--- config.mk ---
export PLATFORM = sky130hd
export DESIGN_NAME = path_command_to_edge_stream_top
export DESIGN_NICKNAME = d
export VERILOG_FILES = /design/src/design/pcte_pkg.sv /design/src/design/pcte_front.sv /design/src/design/pcte_queue.sv /design/src/design/pcte_back.sv /design/src/design/path_command_to_edge_stream_top.sv
export SDC_FILE = /design/constraint.sdc
export NUM_CORES = 1
export LEC_CHECK = 0
export BUFFER_PORTS_ARGS = -buffer_cell sky130_fd_sc_hd__buf_2
export CAP_MARGIN = 20
export CORE_MARGIN = 2
export CORE_UTILIZATION = 50
export CTS_BUF_LIST = sky130_fd_sc_hd__clkbuf_4 sky130_fd_sc_hd__clkbuf_8
export CTS_CLUSTER_DIAMETER = 120
export CTS_CLUSTER_SIZE = 12
export DETAILED_ROUTE_END_ITERATION = 10
export PLACE_DENSITY = 0.71
export SLEW_MARGIN = 15
export SYNTH_ARGS = -nofsm -noshare
export SYNTH_HDL_FRONTEND = slang
export SYNTH_SLANG_ARGS = --single-unit
--- constraint.sdc ---
create_clock -name aclk -period 20 [get_ports aclk]
set_clock_uncertainty 0.15 [all_clocks]
set_input_delay 4 -clock aclk [delete_from_list [all_inputs] [get_ports aclk]]
set_output_delay 4 -clock aclk [all_outputs]
set_load 0.03 [all_outputs]
--- src/design/pcte_pkg.sv ---
// pcte_pkg: shared types and constants for the path command to edge stream block
// no dependencies; imported by every module of the block
`timescale 1ns / 1ps

package pcte_pkg;

    // fixed field widths of the channels
    localparam int REQ_W   = 3;
    localparam int KIND_W  = 3;
    localparam int FIELD_W = 32;

    // defaults handed to the top level parameters
    localparam int COORD_BITS_DEF  = 32;
    localparam int QUEUE_DEPTH_DEF = 2;

    // command codes on the request channel
    typedef enum logic [REQ_W-1:0] {
        REQ_MOVE  = 3'd0,
        REQ_LINE  = 3'd1,
        REQ_CURVE = 3'd2,
        REQ_CLOSE = 3'd3,
        REQ_END   = 3'd4
    } req_t;

    // result kinds on the output channel
    typedef enum logic [KIND_W-1:0] {
        KIND_EDGE   = 3'd0,
        KIND_SPLINE = 3'd1,
        KIND_CAP    = 3'd2,
        KIND_JOIN   = 3'd3,
        KIND_PATH   = 3'd4
    } kind_t;

    // work passed from front to back, one entry per request that produces output
    typedef enum logic [2:0] {
        ACT_EDGE      = 3'd0,
        ACT_SPLINE    = 3'd1,
        ACT_CAP       = 3'd2,
        ACT_PATH      = 3'd3,
        ACT_CAP_PATH  = 3'd4,
        ACT_EDGE_JOIN = 3'd5
    } act_t;

    localparam int ACT_W = $bits(act_t);

    // coordinate slots of a queue entry, counted from the lsb
    localparam int SLOT_EY  = 0;
    localparam int SLOT_EX  = 1;
    localparam int SLOT_BY  = 2;
    localparam int SLOT_BX  = 3;
    localparam int SLOT_AY  = 4;
    localparam int SLOT_AX  = 5;
    localparam int SLOT_SY  = 6;
    localparam int SLOT_SX  = 7;
    localparam int NUM_SLOT = 8;

    // queue status seen by both sides
    typedef struct packed {
        logic full;
        logic empty;
    } q_stat_t;

endpackage

--- src/design/pcte_front.sv ---
// pcte_front: accepts path requests, keeps the pen state and classifies each request
// depends on pcte_pkg; pushes work entries into pcte_queue
`timescale 1ns / 1ps

module pcte_front import pcte_pkg::*; #(
    parameter int CW    = 32,
    parameter int ENT_W = ACT_W + NUM_SLOT * 32
) (
    input  logic                      aclk,
    input  logic                      aresetn,
    input  logic                      s_valid,
    output logic                      s_ready,
    input  logic [REQ_W-1:0]          s_req_type,
    input  logic signed [FIELD_W-1:0] s_pa_x,
    input  logic signed [FIELD_W-1:0] s_pa_y,
    input  logic signed [FIELD_W-1:0] s_pb_x,
    input  logic signed [FIELD_W-1:0] s_pb_y,
    input  logic signed [FIELD_W-1:0] s_pc_x,
    input  logic signed [FIELD_W-1:0] s_pc_y,
    input  q_stat_t                   q_stat,
    output logic                      push,
    output logic [ENT_W-1:0]          push_data
);

    logic [CW-1:0] cur_x_reg, cur_y_reg, first_x_reg, first_y_reg;
    logic [CW-1:0] cur_x_next, cur_y_next, first_x_next, first_y_next;
    logic          have_point_reg, have_edge_reg;
    logic          have_point_next, have_edge_next;

    logic [CW-1:0] ax, ay, bx, by, cx, cy;
    logic          accept;
    logic          emit;
    act_t          act;
    logic [CW-1:0] sx, sy, ox, oy, px, py, ex, ey;

    assign ax = s_pa_x[CW-1:0];
    assign ay = s_pa_y[CW-1:0];
    assign bx = s_pb_x[CW-1:0];
    assign by = s_pb_y[CW-1:0];
    assign cx = s_pc_x[CW-1:0];
    assign cy = s_pc_y[CW-1:0];

    assign s_ready = !q_stat.full;
    assign accept  = s_valid && s_ready;

    always_comb begin
        cur_x_next      = cur_x_reg;
        cur_y_next      = cur_y_reg;
        first_x_next    = first_x_reg;
        first_y_next    = first_y_reg;
        have_point_next = have_point_reg;
        have_edge_next  = have_edge_reg;
        emit = 1'b0;
        act  = ACT_EDGE;
        sx = '0; sy = '0; ox = '0; oy = '0;
        px = '0; py = '0; ex = '0; ey = '0;
        case (req_t'(s_req_type))
            REQ_MOVE: begin
                emit            = have_edge_reg;
                act             = ACT_CAP;
                first_x_next    = ax;
                first_y_next    = ay;
                cur_x_next      = ax;
                cur_y_next      = ay;
                have_point_next = 1'b1;
                have_edge_next  = 1'b0;
            end
            REQ_LINE: begin
                if (have_point_reg) begin
                    emit           = 1'b1;
                    act            = ACT_EDGE;
                    sx = cur_x_reg; sy = cur_y_reg;
                    ex = ax;        ey = ay;
                    cur_x_next     = ax;
                    cur_y_next     = ay;
                    have_edge_next = 1'b1;
                end else begin
                    first_x_next    = ax;
                    first_y_next    = ay;
                    cur_x_next      = ax;
                    cur_y_next      = ay;
                    have_point_next = 1'b1;
                    have_edge_next  = 1'b0;
                end
            end
            REQ_CURVE: begin
                if (have_point_reg) begin
                    emit           = 1'b1;
                    act            = ACT_SPLINE;
                    sx = cur_x_reg; sy = cur_y_reg;
                    ox = ax; oy = ay;
                    px = bx; py = by;
                    ex = cx; ey = cy;
                    cur_x_next     = cx;
                    cur_y_next     = cy;
                    have_edge_next = 1'b1;
                end else begin
                    first_x_next    = cx;
                    first_y_next    = cy;
                    cur_x_next      = cx;
                    cur_y_next      = cy;
                    have_point_next = 1'b1;
                    have_edge_next  = 1'b0;
                end
            end
            REQ_CLOSE: begin
                emit = have_edge_reg;
                act  = ACT_EDGE_JOIN;
                sx = cur_x_reg;   sy = cur_y_reg;
                ex = first_x_reg; ey = first_y_reg;
                cur_x_next      = '0;
                cur_y_next      = '0;
                first_x_next    = '0;
                first_y_next    = '0;
                have_point_next = 1'b0;
                have_edge_next  = 1'b0;
            end
            REQ_END: begin
                emit = 1'b1;
                act  = have_edge_reg ? ACT_CAP_PATH : ACT_PATH;
                cur_x_next      = '0;
                cur_y_next      = '0;
                first_x_next    = '0;
                first_y_next    = '0;
                have_point_next = 1'b0;
                have_edge_next  = 1'b0;
            end
            default: begin
                // unknown code: no output, state kept
                emit = 1'b0;
            end
        endcase
    end

    assign push      = accept && emit;
    assign push_data = {act, sx, sy, ox, oy, px, py, ex, ey};

    always_ff @(posedge aclk) begin
        if (!aresetn) begin
            cur_x_reg      <= '0;
            cur_y_reg      <= '0;
            first_x_reg    <= '0;
            first_y_reg    <= '0;
            have_point_reg <= 1'b0;
            have_edge_reg  <= 1'b0;
        end else if (accept) begin
            cur_x_reg      <= cur_x_next;
            cur_y_reg      <= cur_y_next;
            first_x_reg    <= first_x_next;
            first_y_reg    <= first_y_next;
            have_point_reg <= have_point_next;
            have_edge_reg  <= have_edge_next;
        end
    end

endmodule

--- src/design/pcte_queue.sv ---
// pcte_queue: small register queue decoupling the request front from the output back
// depends on pcte_pkg for the status struct
`timescale 1ns / 1ps

module pcte_queue import pcte_pkg::*; #(
    parameter int WIDTH = 8,
    parameter int DEPTH = 2
) (
    input  logic             aclk,
    input  logic             aresetn,
    input  logic             push,
    input  logic [WIDTH-1:0] push_data,
    input  logic             pop,
    output logic [WIDTH-1:0] head_data,
    output q_stat_t          q_stat
);

    localparam int PTR_W = (DEPTH > 1) ? $clog2(DEPTH) : 1;
    localparam int CNT_W = $clog2(DEPTH + 1);
    localparam logic [PTR_W-1:0] PTR_LAST = PTR_W'(DEPTH - 1);
    localparam logic [CNT_W-1:0] CNT_FULL = CNT_W'(DEPTH);

    logic [WIDTH-1:0] mem_reg [DEPTH];
    logic [PTR_W-1:0] wr_ptr_reg, rd_ptr_reg;
    logic [CNT_W-1:0] count_reg, count_next;
    logic             do_push, do_pop;

    assign q_stat.full  = (count_reg == CNT_FULL);
    assign q_stat.empty = (count_reg == '0);
    assign head_data    = mem_reg[rd_ptr_reg];

    assign do_push = push && !q_stat.full;
    assign do_pop  = pop && !q_stat.empty;

    always_comb begin
        count_next = count_reg;
        if (do_push && !do_pop) begin
            count_next = count_reg + CNT_W'(1);
        end else if (do_pop && !do_push) begin
            count_next = count_reg - CNT_W'(1);
        end
    end

    always_ff @(posedge aclk) begin
        if (!aresetn) begin
            wr_ptr_reg <= '0;
            rd_ptr_reg <= '0;
            count_reg  <= '0;
        end else begin
            count_reg <= count_next;
            if (do_push) begin
                wr_ptr_reg <= (wr_ptr_reg == PTR_LAST) ? '0 : wr_ptr_reg + PTR_W'(1);
            end
            if (do_pop) begin
                rd_ptr_reg <= (rd_ptr_reg == PTR_LAST) ? '0 : rd_ptr_reg + PTR_W'(1);
            end
        end
    end

    always_ff @(posedge aclk) begin
        if (do_push) begin
            mem_reg[wr_ptr_reg] <= push_data;
        end
    end

endmodule

--- src/design/pcte_back.sv ---
// pcte_back: expands queued work into one or two results and holds the output register
// depends on pcte_pkg; drains pcte_queue
`timescale 1ns / 1ps

module pcte_back import pcte_pkg::*; #(
    parameter int CW    = 32,
    parameter int ENT_W = ACT_W + NUM_SLOT * 32
) (
    input  logic                      aclk,
    input  logic                      aresetn,
    input  q_stat_t                   q_stat,
    input  logic [ENT_W-1:0]          head_data,
    output logic                      pop,
    output logic                      m_valid,
    input  logic                      m_ready,
    output logic [KIND_W-1:0]         m_kind,
    output logic signed [FIELD_W-1:0] m_start_x,
    output logic signed [FIELD_W-1:0] m_start_y,
    output logic signed [FIELD_W-1:0] m_ctl_one_x,
    output logic signed [FIELD_W-1:0] m_ctl_one_y,
    output logic signed [FIELD_W-1:0] m_ctl_two_x,
    output logic signed [FIELD_W-1:0] m_ctl_two_y,
    output logic signed [FIELD_W-1:0] m_end_x,
    output logic signed [FIELD_W-1:0] m_end_y,
    output logic                      m_last
);

    act_t          act;
    logic          two_part;
    logic          is_final;
    logic          has_coords;
    kind_t         kind_next;
    logic          load;
    logic [CW-1:0] slot [NUM_SLOT];
    logic [CW-1:0] coord_next [NUM_SLOT];

    logic                      valid_reg;
    logic                      phase_reg;
    kind_t                     kind_reg;
    logic                      last_reg;
    logic [FIELD_W-1:0]        coord_reg [NUM_SLOT];

    assign act = act_t'(head_data[ENT_W-1 -: ACT_W]);

    for (genvar i = 0; i < NUM_SLOT; i++) begin : g_slot
        assign slot[i]       = head_data[i*CW +: CW];
        assign coord_next[i] = has_coords ? slot[i] : '0;
    end

    always_comb begin
        two_part   = 1'b0;
        has_coords = 1'b0;
        kind_next  = KIND_EDGE;
        case (act)
            ACT_EDGE: begin
                kind_next  = KIND_EDGE;
                has_coords = 1'b1;
            end
            ACT_SPLINE: begin
                kind_next  = KIND_SPLINE;
                has_coords = 1'b1;
            end
            ACT_CAP: begin
                kind_next = KIND_CAP;
            end
            ACT_PATH: begin
                kind_next = KIND_PATH;
            end
            ACT_CAP_PATH: begin
                two_part  = 1'b1;
                kind_next = phase_reg ? KIND_PATH : KIND_CAP;
            end
            ACT_EDGE_JOIN: begin
                two_part   = 1'b1;
                kind_next  = phase_reg ? KIND_JOIN : KIND_EDGE;
                has_coords = !phase_reg;
            end
            default: begin
                kind_next = KIND_PATH;
            end
        endcase
    end

    assign is_final = !two_part || phase_reg;
    assign load     = !q_stat.empty && (!valid_reg || m_ready);
    assign pop      = load && is_final;

    always_ff @(posedge aclk) begin
        if (!aresetn) begin
            valid_reg <= 1'b0;
            phase_reg <= 1'b0;
        end else begin
            if (load) begin
                valid_reg <= 1'b1;
                phase_reg <= !is_final;
            end else if (m_ready) begin
                valid_reg <= 1'b0;
            end
        end
    end

    always_ff @(posedge aclk) begin
        if (load) begin
            kind_reg <= kind_next;
            last_reg <= is_final;
            for (int i = 0; i < NUM_SLOT; i++) begin
                coord_reg[i] <= FIELD_W'(coord_next[i]);
            end
        end
    end

    assign m_valid     = valid_reg;
    assign m_kind      = kind_reg;
    assign m_last      = last_reg;
    assign m_start_x   = coord_reg[SLOT_SX];
    assign m_start_y   = coord_reg[SLOT_SY];
    assign m_ctl_one_x = coord_reg[SLOT_AX];
    assign m_ctl_one_y = coord_reg[SLOT_AY];
    assign m_ctl_two_x = coord_reg[SLOT_BX];
    assign m_ctl_two_y = coord_reg[SLOT_BY];
    assign m_end_x     = coord_reg[SLOT_EX];
    assign m_end_y     = coord_reg[SLOT_EY];

endmodule

--- src/design/path_command_to_edge_stream_top.sv ---
// a request's first result goes through the work queue and then into the output register
// throughput: one request per cycle while each gives one result and the queue is not full; a close after an edge
//   or an end after an edge gives two results and holds the output side for the second one
// the work queue between front and back sets how far the two sides may drift apart
// reset: synchronous, active low; clears pen state, queue pointers and output valid
// depends on pcte_pkg, pcte_front, pcte_queue, pcte_back
`timescale 1ns / 1ps

module path_command_to_edge_stream_top import pcte_pkg::*; #(
    parameter int COORD_BITS  = COORD_BITS_DEF,
    parameter int QUEUE_DEPTH = QUEUE_DEPTH_DEF
) (
    input  logic                      aclk,
    input  logic                      aresetn,
    // request channel
    input  logic                      s_valid,
    output logic                      s_ready,
    input  logic [REQ_W-1:0]          s_req_type,
    input  logic signed [FIELD_W-1:0] s_pa_x,
    input  logic signed [FIELD_W-1:0] s_pa_y,
    input  logic signed [FIELD_W-1:0] s_pb_x,
    input  logic signed [FIELD_W-1:0] s_pb_y,
    input  logic signed [FIELD_W-1:0] s_pc_x,
    input  logic signed [FIELD_W-1:0] s_pc_y,
    // result channel
    output logic                      m_valid,
    input  logic                      m_ready,
    output logic [KIND_W-1:0]         m_kind,
    output logic signed [FIELD_W-1:0] m_start_x,
    output logic signed [FIELD_W-1:0] m_start_y,
    output logic signed [FIELD_W-1:0] m_ctl_one_x,
    output logic signed [FIELD_W-1:0] m_ctl_one_y,
    output logic signed [FIELD_W-1:0] m_ctl_two_x,
    output logic signed [FIELD_W-1:0] m_ctl_two_y,
    output logic signed [FIELD_W-1:0] m_end_x,
    output logic signed [FIELD_W-1:0] m_end_y,
    output logic                      m_last
);

    // coordinates are kept at the narrower of the carry width and the field width;
    // bits above the field width would only ever hold zero
    localparam int CW    = (COORD_BITS < FIELD_W) ? COORD_BITS : FIELD_W;
    // one queue entry: action code plus eight coordinate slots
    localparam int ENT_W = ACT_W + NUM_SLOT * CW;

    q_stat_t          q_stat;
    logic             push;
    logic [ENT_W-1:0] push_data;
    logic             pop;
    logic [ENT_W-1:0] head_data;

    // front: takes every request, updates the current and first point,
    // and turns a request into at most one work entry
    pcte_front #(
        .CW    (CW),
        .ENT_W (ENT_W)
    ) u_front (
        .aclk       (aclk),
        .aresetn    (aresetn),
        .s_valid    (s_valid),
        .s_ready    (s_ready),
        .s_req_type (s_req_type),
        .s_pa_x     (s_pa_x),
        .s_pa_y     (s_pa_y),
        .s_pb_x     (s_pb_x),
        .s_pb_y     (s_pb_y),
        .s_pc_x     (s_pc_x),
        .s_pc_y     (s_pc_y),
        .q_stat     (q_stat),
        .push       (push),
        .push_data  (push_data)
    );

    // work queue: lets the front keep taking requests while a result waits
    pcte_queue #(
        .WIDTH (ENT_W),
        .DEPTH (QUEUE_DEPTH)
    ) u_queue (
        .aclk      (aclk),
        .aresetn   (aresetn),
        .push      (push),
        .push_data (push_data),
        .pop       (pop),
        .head_data (head_data),
        .q_stat    (q_stat)
    );

    // back: expands two-part entries (cap then path done, closing edge then join)
    // and drives the registered result channel
    pcte_back #(
        .CW    (CW),
        .ENT_W (ENT_W)
    ) u_back (
        .aclk        (aclk),
        .aresetn     (aresetn),
        .q_stat      (q_stat),
        .head_data   (head_data),
        .pop         (pop),
        .m_valid     (m_valid),
        .m_ready     (m_ready),
        .m_kind      (m_kind),
        .m_start_x   (m_start_x),
        .m_start_y   (m_start_y),
        .m_ctl_one_x (m_ctl_one_x),
        .m_ctl_one_y (m_ctl_one_y),
        .m_ctl_two_x (m_ctl_two_x),
        .m_ctl_two_y (m_ctl_two_y),
        .m_end_x     (m_end_x),
        .m_end_y     (m_end_y),
        .m_last      (m_last)
    );

endmodule

After elaboration in Yosys (flattened, before gate mapping) --
Memory sizes are Yosys's and may differ from the RTL's. A register that Yosys moved wholly into a read port is not among the register bits. Cells that the tools add are included.
Operators by class: add/sub/neg operators 4, reduce and logical (&&, ||, !) cells 39, equal/unequal tests 11, mux-type cells 56
Operators by type and width (count):
- $mux W32 | 24
- $pmux W32 S3 | 4
- $pmux W32 S4 | 2
- $pmux W32 S2 | 2
- $pmux W3 S5 | 1
- $mux W1 | 13
- $pmux W3 S4 | 1
- $reduce_or A2 Y1 | 6
- $eq A3 B2 Y1 const B | 3
- $eq A3 B3 Y1 const B | 3
- $logic_and A1 B1 Y1 | 8
- $logic_not A1 Y1 | 8
- $reduce_bool A2 Y1 | 4
- $eq A3 B1 Y1 const B | 2
- $logic_not A3 Y1 | 2
- $mux W2 | 3
- $mux W3 | 2
- $pmux W1 S2 | 3
- $reduce_and A2 Y1 | 3
- $reduce_or A3 Y1 | 2
- $ne A2 B2 Y1 const B | 2
- $reduce_and A4 Y1 | 1
- $reduce_bool A4 Y1 | 1
- $pmux W1 S3 | 1
- other kinds (7) | 9
Word-level totals: bits in registers 140, memories kept 2, bits in writable memories 774, input port bits 199
Memory list:
- u_queue.mem_reg | words 2, width 259, read ports 1, clocked after memory_dff 1, write ports 1, line pcte_queue.sv:23 | logic [WIDTH-1:0] mem_reg [DEPTH];
- u_back.coord_reg | words 8, width 32, read ports 8, clocked after memory_dff 0, write ports 8, line pcte_back.sv:41 | logic [FIELD_W-1:0] coord_reg [NUM_SLOT];

Longest topological paths before layout --
depth in word-level cells 10, mapped depth 8

Hierarchy --
A second synthesis with hierarchy kept.
Second synthesis, totals: cells, all modules 2393, area total of the unflattened synthesis 37746.2 µm²
Modules (own cells, without submodules):
- pcte_queue | cells each 831, area each 19795.2 µm², instances 1
- pcte_back | cells each 567, area each 9943.3 µm², instances 1
- pcte_front | cells each 995, area each 8007.7 µm², instances 1

Worst setup path before layout --
Ideal clock, no wire load.
kind input-to-reg, start point input s_req_type[0], end point memory u_queue.mem_reg[0][0] in the netlist's numbering, enable pin, library setup time 0.915 ns, buffers on the path 1, setup slack 2.819 ns, required time 18.935 ns, cell stages on the path 5, arrival time 16.116 ns, path through buf_2 o21ai_0 nand3_1 a21oi_1 nor2b_1
On the way: word-level cells in the longest chain between the ends 7
RTL lines:
- start, declared | line path_command_to_edge_stream_top.sv:18 | input logic [REQ_W-1:0] s_req_type,
- $eq A3 B2 Y1 (tied with other cells) | line pcte_front.sv:57 | case (req_t'(s_req_type))
- $reduce_or A2 Y1 (no source line)
- $pmux W1 S3 (*) | line pcte_front.sv:57
- $logic_and A1 B1 Y1 (*) | line pcte_front.sv:135 | assign push = accept && emit;
- $logic_and A1 B1 Y1 (*) | line pcte_queue.sv:32 | assign do_push = push && !q_stat.full;
- via u_queue.do_push | line pcte_queue.sv:26 | logic do_push, do_pop;
- $mux W1 (*) | line pcte_queue.sv:61 | if (do_push) begin
- $mux W1 (implied by the code) (*) | line pcte_queue.sv:62 | mem_reg[wr_ptr_reg] <= push_data;
- end, declared | line pcte_queue.sv:23
Mark *: on every way through the listed nets, which the timed path passes. The rest lies on a longest branch.

Worst setup path in the final report --
start point input s_req_type[0], end point memory u_queue.mem_reg[0][198] in the netlist's numbering, enable pin
The elaborated chain is that of the path after synthesis.

==> impl_metrics.toml <==
[outcome]
status = "completed"

[grt]
antenna_found_initial = 26
grt_pass1_vias = 21060
met1_usage_pct = 30.82
met2_usage_pct = 36.31
grt_usage_pct = 22.84
grt_max_degree = 167
grt_overflow_total = 0
use_met3_pct = 5.663
grt_pass1_wl_um = 124000
gr-max-usage-layer = "met2"

[final_layout]
largest_register_ffs = 518
fin_nets = 2980
area_delta_synth_final_pct = 13.87
stdcell_count = 3793
final_core_util_pct = 57.71
fin_area_mm2 = 0.03972
layout_common_cells = "778 x edfxtp_1, 459 x buf_2, 264 x nor2_1"
final_common_cell = "edfxtp_1"
drive_gt1_share_pct = 23.28

[worst_setup_path]
cp_max_fo = 163
reg2reg_slack_ns = 14.45
cp_num_buf_inv = 3
r2r_cells = 8
worst_setup_path_end_kind = "flip-flop"
critPathMaxStageDelay_ns = 0.86
worstPathArrival_ns = 7.87
startpoint_type = "input pin"
crit_family = "buffers and inverters"
path_cells = "buf_2 -> o21ai_0 -> nand3_1 -> a21oi_1 -> nor2b_4 -> buf_12 -> buf_4"
path_class = "input pin to flip-flop"
cpMaxStageDelayCell = "buf_4"
r2r-end = "u_back.coord_reg[1][110]"
critPathRequiredTime_ns = 20.15

[placed_design]
place_area_mm2 = 0.03796
pre_cts_ws_ns = 11.60
port_buffers = 460
place_hpwl_um = 49910
gp_congestion = 0.8185
dp.cells = 3623

[logic_synthesis]
syn-num-nets = 2569
ys_seq_area_share_pct = 74.84
ys_warn_count = 0
syn_area_per_cell_um2 = 14.72
synth-seq-cells = 915
syn-cell-area_mm2 = 0.03488
synth.distinct_cells = 45
synth_cells = 2369
synth_top_cell_by_area = "edfxtp_1"
synth_top_area_share_pct = 66.97
synth_area_leaders = "edfxtp_1 67%, dfxtp_1 7.9%, mux2i_1 7.4%, and2_1 3.5%, nor2_1 2.9%"

[drt]
drt-vias-per-instance = 5.591
vias = 21210
drt-wirelength-per-cell_um = 22.30
drc = 0
drt-total-wl_um = 84600
drt_iter0_markers = 2048
drt_first_pass_iters = 6
ant_nets = 0

[timing]
finalSetupViolCount = 0
final_hold_viol_count = 0
slew_violations = 0
fmax_ghz = 0.1295
fin_ws_ns = 12.28
relSlewSlack_pct = 20.97
period_share_pct = 38.62
period_needed_ns = 7.724
worst_slew_pin_slew_ns = 1.186
setup_tns_ns = 0
rsz0062_at_grt = "no"

[job]
max_cap_viol_count = 0

[clock_network]
clockRootBuffer = "clkbuf_8"
cts_hold_buffers = 0
cts.reportedPaths.clkPinSlew_ns = 0.08
cts_tree = "built"
htreeDepth = 3
cts_buffers = 86
postCtsSetupBuffers = 0
clock-sinks = 915
cts_resized = 0
clockBufferDepth = 3
clk_latency_ns = 0.69

[die]
die_area_mm2 = 0.07190
ios = 461
design.core.area_mm2 = 0.06883
dieWidth_um = 268.1
initial_core_util_pct = 50.68
rows = 96
dieHeight_um = 268.1

[power]
p_int_uw = 3390
pwr-share-clk_pct = 22.0
powerDensity_mw_per_mm2 = 130.6
seq_power_share_pct = 50.1
power_leakage_uw = 0.01427
switching_share_pct = 34.64
combPwrFrac_pct = 27.9
ir_drop_v = 0.0004623
switching_power_uw = 1796

[min_path]
hp-start = "u_queue.rd_ptr_reg"
hp-class = "flip-flop to flip-flop"
hold_path_depth = 2
==> cell type report <==
type                            count  area (um^2)
Inverter                            3        11.26
Multi-Input combinational cell   1288         8089
Tap cell                          931         1165
Sequential cell                   915        26110
Clock inverter                      4        37.54
Timing Repair Buffer              486         2582
Clock buffer                      152         1692
Fill cell                        5384        29100
Antenna cell                       14        35.03
==> power by group through the flow <==
stage	logic (uW)	registers [uW]	clock network, uW
after floorplan	612	3130	0
after global placement	1430	2630	0
after detailed placement	1460	2640	0
after CTS	1460	2600	1170
after global routing	1540	2620	1240
final	1450	2600	1140
==> worst max-delay path by stage <==
| stage | startpoint | endpoint | cells after the start |
|---|---|---|---|
| final | s_req_type[0] | u_queue.mem_reg[0][198] | 7 |
| after global routing | s_req_type[0] | u_queue.mem_reg[0][134] | 7 |
| after CTS | s_req_type[0] | u_queue.mem_reg[0][123] | 7 |
| after detailed placement | s_req_type[0] | u_queue.mem_reg[0][79] | 7 |
| after global placement | s_req_type[0] | u_queue.mem_reg[0][79] | 7 |
| after floorplan | s_req_type[0] | u_queue.mem_reg[0][0] | 5 |
==> cell usage after synthesis (all sizes together) <==
cell type,instances
edfxtp,778
nor2,265
mux2i,259
and2,194
dfxtp,137
o21ai,136
a21oi,133
a22oi,129
buf,100
nand2,91
clkbuf,63
nand3,41
nor2b,6
xor2,4
and3b,3
inv,3
nor4,3
a21boi,2
nor3,2
o31ai,2
or3,2
a2111oi,1
a211oi,1
a31o,1
and2b,1
and3,1
and4,1
ha,1
mux2,1
nand2b,1
nor3b,1
o21a,1
o21bai,1
o311ai,1
or2,1
or4,1
xnor2,1
==> per-stage QoR <==
stage               hold WS (ns)  total power (uW)
finish                    0.3734              5187
global route              0.3902              5399
CTS                       0.3780              5231
detailed placement        0.3468              4097
global placement          0.3347              4067
floorplan                 0.3225              3744
==> worst reg2reg max path, stage by stage (launching register included) <==
cell and delay [ns]:
dfxtp_4 0.94, buf_12 0.73, mux2i_2 0.67, nor2_1 0.13
o21bai_4 0.56, buf_4 0.57, buf_16 0.31, buf_4 0.79
nor2_1 0.37
==> metal layers <==
layer	up-vias	part of all wire [%]
met5	-	0.17
met4	22	2.2
met3	141	8.5
met2	933	48
met1	10540	41
li1	9575	-
==> kinds of logic after synthesis <==
group	synth area share, %
buffers and inverters	2.181
XOR/XNOR	0.1255
adder cells (fa/ha/maj)	0.03586
AND/OR/NAND/NOR	8.379
AO/OA/AOI/OAI	6.948
flip-flops	74.84
multiplexers	7.496
(Power assumes the default switching activity.)
